**src/rtl/crc8fr_pkg.sv**
```systemverilog
// Shared constants, codes and the CRC-8 step for the CRC-8 frame receiver.
// No dependencies; the receiver and the testbench import this package.
package crc8fr_pkg;

    // Frame buffer size and number of entries in the length table.
    localparam int BUF_BYTES  = 32;
    localparam int TYPE_SLOTS = 8;
    localparam int IDX_W      = $clog2(BUF_BYTES);

    // Register widths.
    localparam int TC_W    = 4;
    localparam int TBL_W   = 40;
    localparam int GAP_W   = 16;
    localparam int CFG_W   = 40;
    localparam int CFG_IDX_W = 2;
    localparam int ENT_W   = 5;

    // Stream payload widths.
    localparam int IN_TDATA_W  = 16;
    localparam int OUT_TDATA_W = 24;

    localparam logic [7:0] CRC_POLY = 8'h07;

    // Configuration register indexes.
    localparam logic [CFG_IDX_W-1:0] CFG_TYPE_COUNT   = 2'd0;
    localparam logic [CFG_IDX_W-1:0] CFG_LENGTH_TABLE = 2'd1;
    localparam logic [CFG_IDX_W-1:0] CFG_GAP_LIMIT    = 2'd2;

    // Request function codes.
    localparam logic [1:0] FUNC_BYTE    = 2'd0;
    localparam logic [1:0] FUNC_TICK    = 2'd1;
    localparam logic [1:0] FUNC_RELEASE = 2'd2;

    // Result status codes.
    localparam logic [2:0] ST_BUSY    = 3'd0;
    localparam logic [2:0] ST_GOOD    = 3'd1;
    localparam logic [2:0] ST_ERROR   = 3'd2;
    localparam logic [2:0] ST_TIMEOUT = 3'd3;
    localparam logic [2:0] ST_DROPPED = 3'd4;

    // One byte of CRC-8, MSB first, eight shifts.
    function automatic logic [7:0] crc8_byte(input logic [7:0] crc, input logic [7:0] b);
        logic [7:0] c;
        c = crc ^ b;
        for (int k = 0; k < 8; k++) begin
            c = c[7] ? ({c[6:0], 1'b0} ^ CRC_POLY) : {c[6:0], 1'b0};
        end
        return c;
    endfunction

endpackage

```
**src/rtl/crc8fr_ram.sv**
```systemverilog
// Generic single-write, single-read RAM with a registered read port.
// No dependencies; used for the frame buffer.
module crc8fr_ram #(
    parameter int WIDTH = 8,
    parameter int DEPTH = 32
) (
    input  logic                     i_clk,
    input  logic                     i_we,
    input  logic [$clog2(DEPTH)-1:0] i_waddr,
    input  logic [WIDTH-1:0]         i_wdata,
    input  logic [$clog2(DEPTH)-1:0] i_raddr,
    output logic [WIDTH-1:0]         o_rdata
);

    logic [WIDTH-1:0] r_mem [DEPTH];
    logic [WIDTH-1:0] r_rdata;

    // Write port and registered read port.
    always_ff @(posedge i_clk) begin
        if (i_we) begin
            r_mem[i_waddr] <= i_wdata;
        end
        r_rdata <= r_mem[i_raddr];
    end

    assign o_rdata = r_rdata;

endmodule

```
**src/rtl/crc8_frame_receiver.sv**
```systemverilog
// Receives length-prefixed frames protected by CRC-8 and hands out accepted payloads.
// Depends on crc8fr_pkg and crc8fr_ram (frame buffer).
//
// Each request is a received byte, a timer tick or a release. A frame is a length
// byte L, a type byte, L payload bytes and a CRC-8 (polynomial 0x07, initial value
// zero) over all bytes before it; it ends at byte L+2 or at the last buffer entry.
// A good frame gives one result per payload byte in the buffer (status good, tlast
// on the final one), or a single good result if it has none; the receiver then
// drops bytes until a release request. Every other request gives exactly one
// result. The block works on one request at a time and takes a new one only once
// the last result is taken. Each payload byte of a good frame passes through S_RD,
// S_WAIT and S_OUT (address, registered buffer read, output register).
module crc8_frame_receiver (
    input  logic                                 i_clk,
    input  logic                                 i_rst_n,
    // Configuration write port.
    input  logic                                 i_cfg_we,
    input  logic [crc8fr_pkg::CFG_IDX_W-1:0]     i_cfg_index,
    input  logic [crc8fr_pkg::CFG_W-1:0]         i_cfg_wdata,
    // Request stream.
    input  logic                                 i_s_axis_tvalid,
    output logic                                 o_s_axis_tready,
    // tdata: func [1:0], rx_byte [9:2], zero [15:10]
    input  logic [crc8fr_pkg::IN_TDATA_W-1:0]    i_s_axis_tdata,
    // Result stream.
    output logic                                 o_m_axis_tvalid,
    input  logic                                 i_m_axis_tready,
    // tdata: status [2:0], packet_type [10:3], payload_byte [18:11], zero [23:19]
    output logic [crc8fr_pkg::OUT_TDATA_W-1:0]   o_m_axis_tdata,
    output logic                                 o_m_axis_tlast
);

    import crc8fr_pkg::*;

    // Controller state codes.
    localparam logic [1:0] S_IDLE = 2'd0;
    localparam logic [1:0] S_OUT  = 2'd1;
    localparam logic [1:0] S_RD   = 2'd2;
    localparam logic [1:0] S_WAIT = 2'd3;

    logic [1:0]       r_state, n_state;
    logic [TC_W-1:0]  r_type_count;
    logic [TBL_W-1:0] r_length_table;
    logic [GAP_W-1:0] r_gap_limit;

    logic [IDX_W-1:0] r_byte_index, n_byte_index;
    logic [7:0]       r_crc, n_crc;
    logic [GAP_W-1:0] r_idle_ticks, n_idle_ticks;
    logic             r_armed, n_armed;
    logic             r_holding, n_holding;
    logic [7:0]       r_len, n_len;
    logic [7:0]       r_type, n_type;
    logic [IDX_W-1:0] r_addr, n_addr;
    logic [IDX_W-1:0] r_cnt, n_cnt;

    logic             r_out_valid, n_out_valid;
    logic [2:0]       r_status, n_status;
    logic [7:0]       r_pkt_type, n_pkt_type;
    logic [7:0]       r_payload, n_payload;
    logic             r_last, n_last;

    logic             in_accept;
    logic [1:0]       in_func;
    logic [7:0]       in_byte;
    logic             ram_we;
    logic [7:0]       ram_rdata;

    // Decode of the byte request.
    logic [7:0]       cur_len;
    logic             frame_end;
    logic [TC_W-1:0]  type_limit;
    logic [ENT_W-1:0] table_len;
    logic             frame_ok;
    logic [IDX_W-1:0] body_len;
    logic [IDX_W-1:0] emit_n;
    logic [GAP_W-1:0] tick_limit;
    logic [GAP_W-1:0] ticks_inc;

    assign in_func   = i_s_axis_tdata[1:0];
    assign in_byte   = i_s_axis_tdata[9:2];
    assign in_accept = i_s_axis_tvalid && o_s_axis_tready;
    assign ram_we    = in_accept && (in_func == FUNC_BYTE) && !r_holding;

    // Frame buffer: written with each byte, read back while the payload is sent.
    crc8fr_ram #(
        .WIDTH (8),
        .DEPTH (BUF_BYTES)
    ) u_frame_ram (
        .i_clk   (i_clk),
        .i_we    (ram_we),
        .i_waddr (r_byte_index),
        .i_wdata (in_byte),
        .i_raddr (r_addr),
        .o_rdata (ram_rdata)
    );

    // Frame end detection and acceptance checks.
    always_comb begin
        cur_len    = (r_byte_index == '0) ? in_byte : r_len;
        frame_end  = (({1'b0, cur_len} + 9'd2) == 9'(r_byte_index))
                     || (r_byte_index == IDX_W'(BUF_BYTES - 1));
        type_limit = (r_type_count > TC_W'(TYPE_SLOTS)) ? TC_W'(TYPE_SLOTS) : r_type_count;
        table_len  = r_length_table[ENT_W * int'(r_type[2:0]) +: ENT_W];
        frame_ok   = (r_crc == in_byte) && (r_type < {4'd0, type_limit})
                     && (cur_len == {3'd0, table_len});
        body_len   = r_byte_index - IDX_W'(2);
        emit_n     = ({1'b0, cur_len} < 9'(body_len)) ? cur_len[IDX_W-1:0] : body_len;
        tick_limit = (r_gap_limit == '0) ? GAP_W'(1) : r_gap_limit;
        ticks_inc  = (r_idle_ticks != '1) ? r_idle_ticks + GAP_W'(1) : r_idle_ticks;
    end

    // Request handling and payload walk.
    always_comb begin
        n_state      = r_state;
        n_byte_index = r_byte_index;
        n_crc        = r_crc;
        n_idle_ticks = r_idle_ticks;
        n_armed      = r_armed;
        n_holding    = r_holding;
        n_len        = r_len;
        n_type       = r_type;
        n_addr       = r_addr;
        n_cnt        = r_cnt;
        n_out_valid  = r_out_valid;
        n_status     = r_status;
        n_pkt_type   = r_pkt_type;
        n_payload    = r_payload;
        n_last       = r_last;

        unique case (r_state)
            S_IDLE: begin
                if (in_accept) begin
                    n_state     = S_OUT;
                    n_out_valid = 1'b1;
                    n_status    = ST_BUSY;
                    n_pkt_type  = 8'd0;
                    n_payload   = 8'd0;
                    n_last      = 1'b1;
                    case (in_func)
                        FUNC_BYTE: begin
                            if (r_holding) begin
                                n_status = ST_DROPPED;
                            end else begin
                                n_armed      = 1'b0;
                                n_idle_ticks = '0;
                                if (r_byte_index == '0) begin
                                    n_len = in_byte;
                                end
                                if (r_byte_index == IDX_W'(1)) begin
                                    n_type = in_byte;
                                end
                                if (frame_end) begin
                                    if (!frame_ok) begin
                                        n_byte_index = '0;
                                        n_crc        = 8'd0;
                                        n_status     = ST_ERROR;
                                    end else begin
                                        n_holding = 1'b1;
                                        if (emit_n == '0) begin
                                            n_status   = ST_GOOD;
                                            n_pkt_type = r_type;
                                        end else begin
                                            // Walk the payload out of the buffer.
                                            n_out_valid = 1'b0;
                                            n_addr      = IDX_W'(2);
                                            n_cnt       = emit_n;
                                            n_state     = S_RD;
                                        end
                                    end
                                end else begin
                                    n_crc        = crc8_byte(r_crc, in_byte);
                                    n_byte_index = r_byte_index + IDX_W'(1);
                                    n_armed      = 1'b1;
                                end
                            end
                        end
                        FUNC_TICK: begin
                            if (r_armed && !r_holding) begin
                                if (ticks_inc >= tick_limit) begin
                                    n_byte_index = '0;
                                    n_crc        = 8'd0;
                                    n_armed      = 1'b0;
                                    n_idle_ticks = '0;
                                    n_status     = ST_TIMEOUT;
                                end else begin
                                    n_idle_ticks = ticks_inc;
                                end
                            end
                        end
                        FUNC_RELEASE: begin
                            if (r_holding) begin
                                n_holding    = 1'b0;
                                n_byte_index = '0;
                                n_crc        = 8'd0;
                                n_armed      = 1'b0;
                                n_idle_ticks = '0;
                            end
                        end
                        default: begin
                            n_status = ST_BUSY;
                        end
                    endcase
                end
            end
            S_RD: begin
                n_state = S_WAIT;
            end
            S_WAIT: begin
                n_state     = S_OUT;
                n_out_valid = 1'b1;
                n_status    = ST_GOOD;
                n_pkt_type  = r_type;
                n_payload   = ram_rdata;
                n_last      = (r_cnt == IDX_W'(1));
            end
            S_OUT: begin
                if (i_m_axis_tready) begin
                    n_out_valid = 1'b0;
                    if (r_last) begin
                        n_state = S_IDLE;
                    end else begin
                        n_addr  = r_addr + IDX_W'(1);
                        n_cnt   = r_cnt - IDX_W'(1);
                        n_state = S_RD;
                    end
                end
            end
            default: begin
                n_state = S_IDLE;
            end
        endcase
    end

    // Control state and configuration registers.
    always_ff @(posedge i_clk) begin
        if (!i_rst_n) begin
            r_state        <= S_IDLE;
            r_type_count   <= '0;
            r_length_table <= '0;
            r_gap_limit    <= GAP_W'(1);
            r_byte_index   <= '0;
            r_crc          <= 8'd0;
            r_idle_ticks   <= '0;
            r_armed        <= 1'b0;
            r_holding      <= 1'b0;
            r_out_valid    <= 1'b0;
        end else begin
            r_state      <= n_state;
            r_byte_index <= n_byte_index;
            r_crc        <= n_crc;
            r_idle_ticks <= n_idle_ticks;
            r_armed      <= n_armed;
            r_holding    <= n_holding;
            r_out_valid  <= n_out_valid;
            if (i_cfg_we) begin
                unique case (i_cfg_index)
                    CFG_TYPE_COUNT:   r_type_count   <= i_cfg_wdata[TC_W-1:0];
                    CFG_LENGTH_TABLE: r_length_table <= i_cfg_wdata[TBL_W-1:0];
                    CFG_GAP_LIMIT:    r_gap_limit    <= i_cfg_wdata[GAP_W-1:0];
                    default:          r_gap_limit    <= r_gap_limit;
                endcase
            end
        end
    end

    // Payload registers.
    always_ff @(posedge i_clk) begin
        r_len      <= n_len;
        r_type     <= n_type;
        r_addr     <= n_addr;
        r_cnt      <= n_cnt;
        r_status   <= n_status;
        r_pkt_type <= n_pkt_type;
        r_payload  <= n_payload;
        r_last     <= n_last;
    end

    assign o_s_axis_tready = (r_state == S_IDLE);
    assign o_m_axis_tvalid = r_out_valid;
    assign o_m_axis_tdata  = {5'd0, r_payload, r_pkt_type, r_status};
    assign o_m_axis_tlast  = r_last;

`ifndef SYNTHESIS
    // A result waiting at the output blocks new requests.
    a_out_blocks_in: assert property (@(posedge i_clk) disable iff (!i_rst_n)
        o_m_axis_tvalid |-> !o_s_axis_tready)
        else $error("request taken while a result is pending");

    // Holding ends only through reset or a release request.
    a_hold_release: assert property (@(posedge i_clk)
        $fell(r_holding) |-> (!$past(i_rst_n)
            || $past(in_accept && (in_func == FUNC_RELEASE))))
        else $error("holding cleared without a release");

    // Payload is read back only for an accepted frame.
    a_walk_holding: assert property (@(posedge i_clk) disable iff (!i_rst_n)
        (r_state == S_WAIT) |-> r_holding)
        else $error("payload read while not holding");

    // Only payload bytes may come without tlast.
    a_notlast_good: assert property (@(posedge i_clk) disable iff (!i_rst_n)
        (o_m_axis_tvalid && !o_m_axis_tlast) |-> (r_status == ST_GOOD))
        else $error("non-final result that is not a payload byte");
`endif

endmodule

```
**config.mk**
```make
export PLATFORM = sky130hd
export DESIGN_NAME = crc8_frame_receiver
export DESIGN_NICKNAME = d
export VERILOG_FILES = /design/src/rtl/crc8fr_pkg.sv /design/src/rtl/crc8fr_ram.sv /design/src/rtl/crc8_frame_receiver.sv
export SDC_FILE = /design/constraint.sdc
export NUM_CORES = 1
export LEC_CHECK = 0
export ABC_CLOCK_PERIOD_IN_PS = 4500
export BUFFER_PORTS_ARGS = -buffer_cell sky130_fd_sc_hd__buf_2
export CAP_MARGIN = 20
export CORE_ASPECT_RATIO = 0.5
export CORE_MARGIN = 3
export CORE_UTILIZATION = 36
export DETAILED_ROUTE_END_ITERATION = 10
export PLACE_DENSITY = 0.55
export SYNTH_ARGS = -nofsm -noshare
export SYNTH_HDL_FRONTEND = slang
export SYNTH_SLANG_ARGS = --single-unit
```
**constraint.sdc**
```tcl
create_clock -name i_clk -period 4.5 [get_ports i_clk]
set_input_delay 0.675 -clock i_clk [delete_from_list [all_inputs] [get_ports i_clk]]
set_output_delay 0.675 -clock i_clk [all_outputs]
set_load 0.02 [all_outputs]
```
# After elaboration in Yosys (flattened, before gate mapping)
# Memories as Yosys holds them, arrays and structs flattened. A register that Yosys moved wholly into a read port is not among the register bits.
# Index checks and enable logic that the tools add are counted.
# classes
addsub,6
multipliers,1
magnitude_cmp,4
eq_ne,27
shift,1
muxes,99
n_bitwise,10
n_reduce_logical,32
# ops
op,n
2-to-1 mux 5 bit,23
2-to-1 mux 8 bit,14
2-to-1 mux 16 bit,6
case mux 16 bit (3 select lines),1
indexed part select 40 x 7 -> 5 bit,1
case mux 8 bit (2 select lines),2
2-to-1 mux 3 bit,10
2-to-1 mux 2 bit,12
inverter 3 bit,8
case mux 8 bit (3 select lines),1
case mux 5 bit (2 select lines),2
2-to-1 mux 1 bit,19
adder 16 x 1 -> 16 bit (second input constant),1
>= comparator 16 bit,1
logical NOT 16 bit,1
!= test 16 bit (second input constant),1
!= test 2 bit (second input constant),8
case mux 5 bit (3 select lines),1
case mux 3 bit (2 select lines),2
adder 5 x 1 -> 5 bit (second input constant),2
equality test 5 x 1 -> 1 bit (second input constant),2
logical NOT 5 bit,2
AND reduction 2 bit,5
adder 8 x 2 -> 9 bit (second input constant),1
other kinds (33),54
# totals
register_bits,140
mem_bits_rw,256
input_bits,63
out_inout_bits,27
word_cells,199
mem_count,1
# mem_list
memory,words,width,read_ports,rd_clocked_by_memory_dff,wr,line_no,source
u_frame_ram.r_mem,32,8,1,1,1,crc8fr_ram.sv:15,logic [WIDTH-1:0] r_mem [DEPTH];

# Depth between registers and ports, before layout
# logic_depth
word_depth,20
ltp_mapped,15
depth_no_buf,14

# Hierarchy
# A second synthesis with hierarchy kept.
# hier_totals
hier_cells,1237
area_unflattened_um2,17470.5
# modules_own_cells
mod,instances,cells_per_inst,area_each_um2,seq_area_each_um2
crc8fr_ram,1,417,10053.4,7847.5
crc8_frame_receiver,1,820,7417.1,3263.1

# Worst setup path before layout
# OpenSTA, ideal clock, no wires.
# synth_path
kind,register to register
startpoint,register r_byte_index[1]
endpoint,register r_addr[0] (enable)
setup_ns,0.378
t_arrival_ns,4.252
required_time_ns,4.122
path_slack_ns,-0.130
stages_incl_launch_ff,15
path_buffers,3
period_less_slack_ns,4.630
path_cell_list,dfxtp_1 > inv_1 > ha_1 > nor4b_4 > buf_4 > mux2_2 > ha_1 > buf_2 > xnor2_1 > o21a_1 > or4_4 > a2111oi_4 > o211ai_4 > buf_6 > o21ai_1
# synth_via
elab_chain_cells,7
word_cells_on_any_way,16
classes_between,add/sub (2); order compare (1); eq/ne (6); mux (2); reduce/logical (5)
# synth_rtl
item,line_no,source
start: declaration,crc8_frame_receiver.sv:46,"logic [IDX_W-1:0] r_byte_index, n_byte_index;"
start signal: assignment,crc8_frame_receiver.sv:249,r_byte_index <= n_byte_index;
logical NOT 5 bit (*),crc8_frame_receiver.sv:99,cur_len = (r_byte_index == '0) ? in_byte : r_len;
2-to-1 mux 8 bit (*),--,
named net cur_len[1],crc8_frame_receiver.sv:69,logic [7:0] cur_len;
adder 8 x 2 -> 9 bit / less-than comparator 8 x 5 -> 1 bit (equally long branches),"crc8_frame_receiver.sv:100, crc8_frame_receiver.sv:107",
equality test 9 x 5 -> 1 bit / 2-to-1 mux 5 bit (equally long branches),"crc8_frame_receiver.sv:100, crc8_frame_receiver.sv:107",
logical OR 1 bit / logical NOT 5 bit (equally long branches),"crc8_frame_receiver.sv:101, crc8_frame_receiver.sv:159",
!= test 2 x 1 -> 1 bit (no line) / != test 2 bit (equally long branches),--,
AND reduction 9 bit (no line) (*),--,
end signal: assignment,crc8_frame_receiver.sv:270,r_addr <= n_addr;
end: declaration,crc8_frame_receiver.sv:53,"logic [IDX_W-1:0] r_addr, n_addr;"
# The timed path passes the listed nets; every way through them passes the cells marked *.
# A chain may end at the register's enable or synchronous reset.

# Worst setup path after layout
# layout_path
startpoint,register r_byte_index[0]
endpoint,register r_crc[2]
# layout_via
elab_chain_cells,8
word_cells_on_any_way,13
classes_between,add/sub (1); eq/ne (4); mux (4); reduce/logical (4)
# layout_rtl
item,line_no,source
logical NOT 5 bit (*),crc8_frame_receiver.sv:99,
2-to-1 mux 8 bit (*),--,
named net cur_len[1],crc8_frame_receiver.sv:69,
adder 8 x 2 -> 9 bit,crc8_frame_receiver.sv:100,"frame_end = (({1'b0, cur_len} + 9'd2) == 9'(r_byte_index))"
equality test 9 x 5 -> 1 bit,crc8_frame_receiver.sv:100,
logical OR 1 bit,crc8_frame_receiver.sv:101,|| (r_byte_index == IDX_W'(BUF_BYTES - 1));
2-to-1 mux 8 bit,crc8_frame_receiver.sv:152,if (frame_end) begin
2-to-1 mux 8 bit,crc8_frame_receiver.sv:141,if (r_holding) begin
case mux 8 bit (3 select lines),crc8_frame_receiver.sv:139,case (in_func)
end signal: assignment,crc8_frame_receiver.sv:250,r_crc <= n_crc;
end: declaration,crc8_frame_receiver.sv:47,"logic [7:0] r_crc, n_crc;"
# The timed path passes the listed nets; every way through them passes the cells marked *. The select of a mux whose other input is x is not followed.

==> tab_implementation.tex <==
\begin{tabular}{lr}
\hline
Metric & Value \\
\hline
\multicolumn{2}{l}{\textbf{Min path}} \\
Worst hold path stage count & 3 \\
Start point of the worst hold path & i\_cfg\_wdata[38] \\
Path type of the worst min-delay path & primary input to flop \\
Hold EP & r\_length\_table[38] \\
\multicolumn{2}{l}{\textbf{Synth}} \\
Number of synthesized flops with an enable pin & 302 \\
Fraction of synthesized cell area taken by the top area cell type & 50.4\% \\
Sequential-to-total area share from yosys stat & 61.7\% \\
Most repeated cell in the gate-level netlist after synthesis & sky130\_fd\_sc\_hd\_\_edfxtp\_1 \\
Simple-gate share of the synthesized area & 10.8\% \\
Multiplexer share of the synthesized area & 10.1\% \\
Dominant combinational cell family by area after synthesis & simple AND/OR/NAND/NOR gates \\
Async set-or-reset flop fraction in the synthesized netlist & 0\% \\
Average cell area after synthesis & 12.7 µm² \\
Cell types with the highest counts after synthesis & sky130\_fd\_sc\_hd\_\_edfxtp\_1, sky130\_fd\_sc\_hd\_\_nand2\_1, sky130\_fd\_sc\_hd\_\_dfxtp\_1 \\
Synthesized-area fraction occupied by xor and xnor cells & 2.09\% \\
Most area-hungry cell type in the Yosys netlist & sky130\_fd\_sc\_hd\_\_edfxtp\_1 \\
Distinct cells, synth & 82 \\
Post-synthesis compound-gate area fraction & 9.62\% \\
Fraction of the mapped netlist area in adder cells & 2.97\% \\
Leading post-synthesis cells by cell area & sky130\_fd\_sc\_hd\_\_edfxtp\_1, sky130\_fd\_sc\_hd\_\_dfxtp\_1, sky130\_fd\_sc\_hd\_\_mux2i\_1 \\
Register bit count reported by yosys & 404 \\
Cell Area, Synth & 18000 µm² \\
Dominant synthesized flop cell & sky130\_fd\_sc\_hd\_\_edfxtp\_1 \\
Yosys warning total & 0 \\
Cell count after synthesis & 1413 \\
\multicolumn{2}{l}{\textbf{STA}} \\
Unrepaired setup endpoints after global routing & no \\
Number of failing hold endpoints at the final stage & 0 \\
Slew at the pin with the worst max-slew slack & 0.890 ns \\
Final worst path period need & 4.10 ns \\
Final critical-path setup slack & 0.396 ns \\
Share of the clock period used by the worst path & 91.2\% \\
Setup Skew & 0.0213 ns \\
Timing-limited maximum frequency & 244 MHz \\
Worst slew margin relative to its limit & 40.5\% \\
Max Slew Vio Count & 0 \\
Setup violations, final & 0 \\
Setup TNS after final layout & 0 ns \\
\multicolumn{2}{l}{\textbf{Drt}} \\
Via count normalized by instance count & 5.31 \\
1st-iter DRT viols & 807 \\
Residual antenna-violating net count after detailed routing & 0 \\
DR pass1 iterations & 5 \\
Count of vias placed by the detailed router & 11.6k \\
Average wire per standard cell & 20.0 µm \\
Post-detailed-route DRC marker count & 0 \\
Final wirelength & 43.8 mm \\
\multicolumn{2}{l}{\textbf{Cells and area}} \\
FILL cells & 4474 \\
Fraction of final layout cells with drive strength greater than 1 & 17.1\% \\
Final nets & 1613 \\
Final cell count without fillers & 2188 \\
Relative area change from synthesis to final layout & 14.7\% \\
ANT cells & 0 \\
Final Core Density & 42.1\% \\
\multicolumn{2}{l}{\textbf{Worst setup path}} \\
Highest cell delay on the worst timing path & 0.54 ns \\
Sort of element at the end of the critical path & flop \\
Critical Path, Cell by Cell & inv\_1, ha\_1, nor4b\_4, buf\_4, mux2\_2, ha\_1, xnor2\_1, o21a\_1, or4\_4, a2111oi\_4, buf\_4, nor2\_2, a2111oi\_0, a221oi\_1 \\
Data required time at the worst endpoint & 4.87 ns \\
Cells on worst reg2reg path & 14 \\
Startpoint kind of the worst setup timing path & flop \\
Crit path max-delay cell type & sky130\_fd\_sc\_hd\_\_a2111oi\_4 \\
Reg-to-Reg End & r\_crc[2] \\
Arrival time at the worst endpoint & 4.48 ns \\
Register-to-register path setup slack & 0.40 ns \\
R2r startpoint & r\_byte\_index[0] \\
Start-to-end type of the worst setup path & flop to flop \\
CP max FO & 11 \\
\multicolumn{2}{l}{\textbf{CTS}} \\
CTS tree & yes \\
Root Buffer & sky130\_fd\_sc\_hd\_\_clkbuf\_16 \\
Number of buffers on the longest clock path & 3 \\
Clock-pin slew on the worst setup and hold paths & 0.06 ns \\
Quantity of hold-fixing buffers added after cts & 0 \\
Number of CTS-inserted buffers & 40 \\
Total number of H-tree levels & 2 \\
Clock insertion delay at the later pin of the skew report & 0.55 ns \\
Sinks on the clock net & 404 \\
\multicolumn{2}{l}{\textbf{GRT}} \\
Wire length of the first global-routing pass & 67.5 mm \\
Total congestion overflow after global routing & 0 \\
Pin count of the biggest net entering global routing & 74 \\
Number of antenna violations at the first check in global routing & 0 \\
Global Route Usage Sum & 16.5\% \\
Number of global-route vias before repair & 11.6k \\
\multicolumn{2}{l}{\textbf{Job}} \\
Number of max-cap violations & 0 \\
\multicolumn{2}{l}{\textbf{Placement}} \\
Routability-driven placement congestion ratio & 0.814 \\
Placed wire-length estimate after detailed placement & 29.7 mm \\
Number of placed cells counting well taps & 2111 \\
Total of buffers placed on input and output ports & 78 \\
Worst-case setup slack after placement & 0.203 ns \\
\multicolumn{2}{l}{\textbf{Status}} \\
Result of the run & finished, final reports clean \\
\multicolumn{2}{l}{\textbf{Floorplanning}} \\
Core Box Area & 49000 µm² \\
Starting Density & 36.8\% \\
Total number of placement rows & 57 \\
X dimension of the die & 322 µm \\
Die Ht & 164 µm \\
Die Outline Area & 52900 µm² \\
Total I/O pin count & 90 \\
\multicolumn{2}{l}{\textbf{Pwr}} \\
Static power due to leakage & 0.00724 µW \\
Total power density per cell area & 384 nW/µm² \\
Highest ir drop seen on vdd & 0.230 mV \\
\hline
\end{tabular}
[state kept, by name, summed over array words and instances, names as in the netlist]
register	count
u_frame_ram.r_mem	256
r_length_table	40
r_gap_limit	16
r_idle_ticks	16
r_crc	8
r_len	8
r_payload	8
r_pkt_type	8
r_type	8
u_frame_ram.o_rdata	8
r_addr	5
r_byte_index	5
r_cnt	5
r_type_count	4
r_status	3
r_state	2
o_m_axis_tlast	1
o_m_axis_tvalid	1
r_armed	1
r_holding	1
[through the flow]
step / cell area [µm²] / total power (µW) / hold slack (ns)
final: 20700 / 7930 / 0.357
after global routing: 20700 / 8220 / 0.341
after CTS: 20600 / 8000 / 0.327
after detailed placement: 19300 / 4600 / 0.447
after global placement: 19300 / 4580 / 0.441
after floorplan: 18000 / 4410 / 0.433
[worst max path at each step]
stage / startpoint / end / slack, ns / cells past startpoint
finish: r_byte_index[0] / r_crc[2] / 0.40 / 14
global route: r_byte_index[0] / r_crc[2] / 0.13 / 15
CTS: r_idle_ticks[3] / r_idle_ticks[3] / 0.15 / 14
detailed placement: r_idle_ticks[3] / r_idle_ticks[7] / 0.20 / 14
global placement: r_idle_ticks[3] / r_idle_ticks[7] / 0.35 / 14
floorplan: r_byte_index[1] / r_addr[0] / 0.06 / 14
[power breakdown]
part | switching [µW] | total [µW] | internal [µW]
clock network | 1450 | 3410 | 1960
logic | 290 | 453 | 163
registers | 26.4 | 4070 | 4040
[repair_timing]
item / in CTS / in global routing
resized for setup: 0 / 2
endpoints found under the setup margin: 0 / 13
hold endpoints to repair: 0 / 0
setup buffers: 0 / 3
[placed cells by master (no fill, tap or decap), types with 41 or more instances in the layout]
| cell type | count |
|---|---|
| sky130_fd_sc_hd__mux2i_1 | 91 |
| sky130_fd_sc_hd__dfxtp_1 | 102 |
| sky130_fd_sc_hd__nand2_1 | 196 |
| sky130_fd_sc_hd__nor2_1 | 67 |
| sky130_fd_sc_hd__buf_2 | 78 |
| sky130_fd_sc_hd__edfxtp_1 | 302 |
| sky130_fd_sc_hd__a21oi_1 | 92 |
| sky130_fd_sc_hd__ha_1 | 42 |
| sky130_fd_sc_hd__buf_4 | 48 |
| sky130_fd_sc_hd__clkbuf_16 | 41 |
[cells by family after synthesis]
group	after synthesis
AOI/OAI and AO/OA	249
xor gates and xnor gates	43
adders and majority gates	43
buffers and inverters	120
DFF	404
muxes	138
other	1
and+or+nand+nor	415
[per-layer routing]
layer  routed length, µm  GRT usage, %
met2               20500          27.0
met1               20100          22.4
met5                   0             0
met3                2150          3.26
met4                1050          4.67
[worst max-delay path, delay by kind of cell, from the launching register on]
| kind | cells | cell delay (ns) |
|---|---|---|
| simple gates | 3 | 0.82 |
| mux | 1 | 0.38 |
| xor+xnor | 1 | 0.16 |
| compound gates | 4 | 1.26 |
| flops | 1 | 0.31 |
| fa+ha+maj | 2 | 0.48 |
| buf+inv | 3 | 0.53 |
[cell type report]
cell class / count / area (µm²) / share of cell area [%]
repair buffers: 128 / 798 / 3.87
flip-flops and latches: 404 / 11100 / 53.8
clock inverters: 20 / 245 / 1.19
clock buffers: 53 / 1090 / 5.30
well taps: 649 / 812 / 3.93
inverters: 41 / 154 / 0.745
multi-input cells: 893 / 6440 / 31.2
No activity file was read; power rests on OpenSTA's default activity.
